File: src/rtl/ship_rrip_replacement_unit_macros.svh
// assertion macros shared by the replacement unit rtl
// expects i_clk and i_rst_n in the scope of each use
`ifndef SHIP_RRIP_REPLACEMENT_UNIT_MACROS_SVH
`define SHIP_RRIP_REPLACEMENT_UNIT_MACROS_SVH

// same-cycle implication
`define SRRU_ASSERT_SAME(label, ante, cons, msg) \
    label: assert property (@(posedge i_clk) disable iff (!i_rst_n) (ante) |-> (cons)) \
        else $error(msg);

// next-cycle implication
`define SRRU_ASSERT_NEXT(label, ante, cons, msg) \
    label: assert property (@(posedge i_clk) disable iff (!i_rst_n) (ante) |=> (cons)) \
        else $error(msg);

`endif

File: src/rtl/srru_divc.sv
// divider by a constant through reciprocal multiplication and one correction step
// uses no package
module srru_divc #(
    parameter int W = 32,
    parameter int D = 3,
    localparam int RW = $clog2(D + 1) + 1
) (
    input  logic          i_clk,
    input  logic          i_rst_n,
    input  logic          i_start,
    input  logic [W-1:0]  i_dividend,
    output logic          o_busy,
    output logic [W-1:0]  o_quot,
    output logic [RW-1:0] o_rem
);
    localparam int       PRW   = 2 * W + 1;
    localparam logic [W:0] RECIP = (W + 1)'((64'd1 << W) / 64'(D));
    localparam logic [W-1:0] DW  = W'(D);

    logic [1:0]     r_cnt;
    logic [W-1:0]   r_x;
    logic [PRW-1:0] r_prod;
    logic [W-1:0]   r_q;
    logic [W-1:0]   r_r;
    logic [W-1:0]   qe;

    // estimate is the true quotient or one below it
    assign qe = r_prod[W +: W];

    always_ff @(posedge i_clk) begin
        if (!i_rst_n) begin
            r_cnt <= '0;
        end else if (i_start) begin
            r_cnt <= 2'd3;
        end else if (r_cnt != '0) begin
            r_cnt <= r_cnt - 2'd1;
        end
    end

    always_ff @(posedge i_clk) begin
        if (i_start) begin
            r_x <= i_dividend;
        end
        if (r_cnt == 2'd3) begin
            r_prod <= PRW'(r_x) * PRW'(RECIP);
        end
        if (r_cnt == 2'd2) begin
            r_q <= qe;
            r_r <= r_x - qe * DW;
        end
        if (r_cnt == 2'd1 && 64'(r_r) >= 64'(D)) begin
            r_q <= r_q + W'(1);
            r_r <= r_r - DW;
        end
    end

    assign o_busy = (r_cnt != '0);
    assign o_quot = r_q;
    assign o_rem  = RW'(r_r);
endmodule

File: config.mk
export PLATFORM = sky130hd
export DESIGN_NAME = srru_divc
export DESIGN_NICKNAME = d
export VERILOG_FILES = /design/src/rtl/ship_rrip_replacement_unit_macros.svh /design/src/rtl/srru_divc.sv
export SDC_FILE = /design/constraint.sdc
export NUM_CORES = 1
export LEC_CHECK = 0
export BUFFER_PORTS_ARGS = -buffer_cell sky130_fd_sc_hd__buf_2
export CAP_MARGIN = 20
export CORE_UTILIZATION = 40
export DETAILED_ROUTE_END_ITERATION = 7
export PLACE_DENSITY_LB_ADDON = 0.2
export SYNTH_ARGS = -nofsm -noshare
export SYNTH_HDL_FRONTEND = slang
export SYNTH_SLANG_ARGS = --single-unit
export TNS_END_PERCENT = 30
File: constraint.sdc
create_clock -name i_clk -period 8.94 [get_ports i_clk]
set_clock_uncertainty 0.1 [all_clocks]
set_input_delay 1.341 -clock i_clk [delete_from_list [all_inputs] [get_ports i_clk]]
set_output_delay 1.341 -clock i_clk [all_outputs]
set_load 0.01 [all_outputs]
==> reports/qor.txt <==
Setup CP Type: reg -> reg
Crit path required time: 9020 ps
DR vias/cell: 5.29
Largest net degree at the start of global routing: 94
Worst Reg2Reg Path Length in Cells: 24
Share of cells above drive strength 1: 0.0684
Post-synthesis cell type count: 65
Core area: 56,800 µm²
Worst-skew pair later-pin latency: 450 ps
Fin crit period: 8670 ps
Routed length per placed instance: 23.0 µm
Net Count, Synth: 3,014
Row Count: 87
# port buffers: 70
Vias in the first global route: 17,536
Post-Syn Area: 23,200 µm²
Clock buffer depth: 2
Io pins: 71
Min-Delay Path Class: reg -> reg
CTS tree: yes
Worst rel slew slack: 0.292
CTS sink cnt: 129
Setup crit start: r_x[13]
Die height: 243 µm
Synthesis-to-layout area growth: 8.27%
Primary FF master, synth: edfxtp_1
Initial antenna violation count: 0
Hold Path End: o_quot[28]
Root buffer cell: clkbuf_16
Max-cap violations: 0
Unrepaired setup endpoints after global routing: no
Number of enable flip-flop cells after synthesis: 127
Cells after Synth: 2,231
Worst Tran Pin Value: 1060 ps
Yosys reg bits: 129
Max Fclk: 115 MHz
Pre-Repair DR Iteration Count: 7
Reg2Reg Launch Point: r_x[13]
Post-synthesis async set-or-reset flop share: 0
DRT Wirelength: 70,700 µm
Initial core utilization: 0.408
CP endpoint kind: flop
CTS Buf Count: 17
GPL Wtd Cong: 0.974
Worst min-delay path startpoint: r_prod[60]
Finished Cell Area: 25,100 µm²
Synth Warn #: 0
Result of the run: completed
Most frequent cells in the layout: 485 x inv_1, 377 x ha_1, 371 x fa_1
Routed Antenna Nets: 0
Global Route Usage Sum: 0.249
Register area share after synthesis: 0.166
Htree depth: 4
HPWL after DPL: 61,900 µm
Top cells by area, synth: fa_1 32%, ha_1 20%, edfxtp_1 16%, inv_1 7.8%, xnor2_1 2.8%
Critical Path AT: 8750 ps
Die area: 59,000 µm²
WHS Path Cells: 2
Hold Violations, Final: 0
Die Wd: 243 µm
Startpoint types: flop
Largest area contributor in the netlist: fa_1
Setup violators final: 0
Final net count: 3,094
Final setup TNS: 0 ps
Overflow after GRT: 0
Via Count: 16,286
Syn avg cell area: 10.4 µm²
DRC: 0
Area share of the largest cell type after synthesis: 0.320
Reg2Reg Setup Slack: 270 ps
Commonest non-fill, non-tap cell in the layout: inv_1
First-pass GRT wire length: 108,000 µm
DRT iter0 DRCs: 1,236
Slew Viols, Final: 0
Dpl cell area: 24,500 µm²
Clock transition at the registers of the reported paths: 60 ps
Crit path max fanout: 9
RR Endpoint: r_prod[59]
Final Cycle Share: 0.969
worst max-delay path, stage by stage (launching register included):
cell       delay [ps]
edfxtp_1          690
ha_1              610
xor2_1            500
ha_1              340
inv_1             180
fa_1              480
fa_1              520
inv_1              50
fa_1              590
fa_1              460
fa_1              520
inv_1              60
fa_1              600
inv_1              60
ha_1              380
and3_1            220
o21a_1            160
a311oi_1          520
nand3_1           180
o21ai_0           190
buf_4             170
o2111ai_1         150
a31oi_1           350
o31ai_1           150
xor2_1            150
kinds of logic after synthesis:
logic type | share of synthesized area
compound gates | 0.0866
xor+xnor | 0.0566
fa+ha+maj | 0.523
buf+inv | 0.0861
flops | 0.166
mux | 0.00356
simple gates | 0.0778
metal layers:
metal | global-route usage | vias to the layer above | share of wire
met3 | 0.0492 | 76 | 0.061
met2 | 0.393 | 476 | 0.46
met5 | 0 | - | 0
met1 | 0.351 | 8258 | 0.46
met4 | 0.0623 | 0 | 0.026
li1 | - | 7476 | -
worst max path at each step:
stage                            end  slack, ps  cells past startpoint
after floorplan           r_prod[61]       1770                     24
after global routing      r_prod[59]         40                     24
final                     r_prod[59]        270                     24
after detailed placement  r_prod[59]        410                     24
after CTS                 r_prod[59]        350                     24
after global placement    r_prod[47]        370                     23
per-stage QoR:
stage	setup WS [ps]	utilization	std cells	hold slack [ps]
final	274	0.442	3081	475
after global routing	40.0	0.442	3080	510
after CTS	354	0.442	3079	476
after detailed placement	408	0.431	3047	460
after global placement	367	0.431	3047	448
after floorplan	1770	-	2231	421
registers in the layout, summed over array words and instances, names as in the netlist:
| signal | count |
|---|---|
| o_quot | 32 |
| r_r | 32 |
| r_x | 32 |
| r_prod | 31 |
| r_cnt | 2 |
Yosys cell counts (4+ instances only):
master	n
inv_1	485
ha_1	377
fa_1	371
edfxtp_1	127
a21oi_1	97
nor2_1	94
nand2_1	87
xnor2_1	75
xor2_1	75
o21ai_0	56
a21o_1	38
nand3_1	34
nor3_1	23
and2_1	20
nand2b_1	20
nand4_1	19
clkbuf_1	18
a211oi_1	16
a21oi_2	16
and3_1	15
o21a_1	14
buf_4	11
nor4_1	11
nor2b_1	9
o211ai_1	9
o21bai_1	9
a31oi_1	8
or2_2	8
or3_1	8
o31ai_1	7
mux2i_1	6
o21ai_1	6
or4_1	5
a311oi_1	4
and4_1	4
o41ai_1	4
layout make-up:
| type | count | area, µm² |
|---|---|---|
| fill | 5530 | 31700 |
| multi-input combinational | 1584 | 17400 |
| sequential | 129 | 3850 |
| inverter | 485 | 1820 |
| tap | 756 | 946 |
| timing repair buffer | 94 | 528 |
| clock buffer | 18 | 429 |
| clock inverter | 14 | 180 |
| antenna | 1 | 2.50 |
repair_timing:
action,in CTS,in global routing
setup endpoints to repair,0,2
setup buffers,0,0
gates resized for setup,0,1
hold buffers,0,0
Power is left out: the tool's default activity adds up to more than one toggle a clock period on the data nets, which glitch-free logic cannot reach.
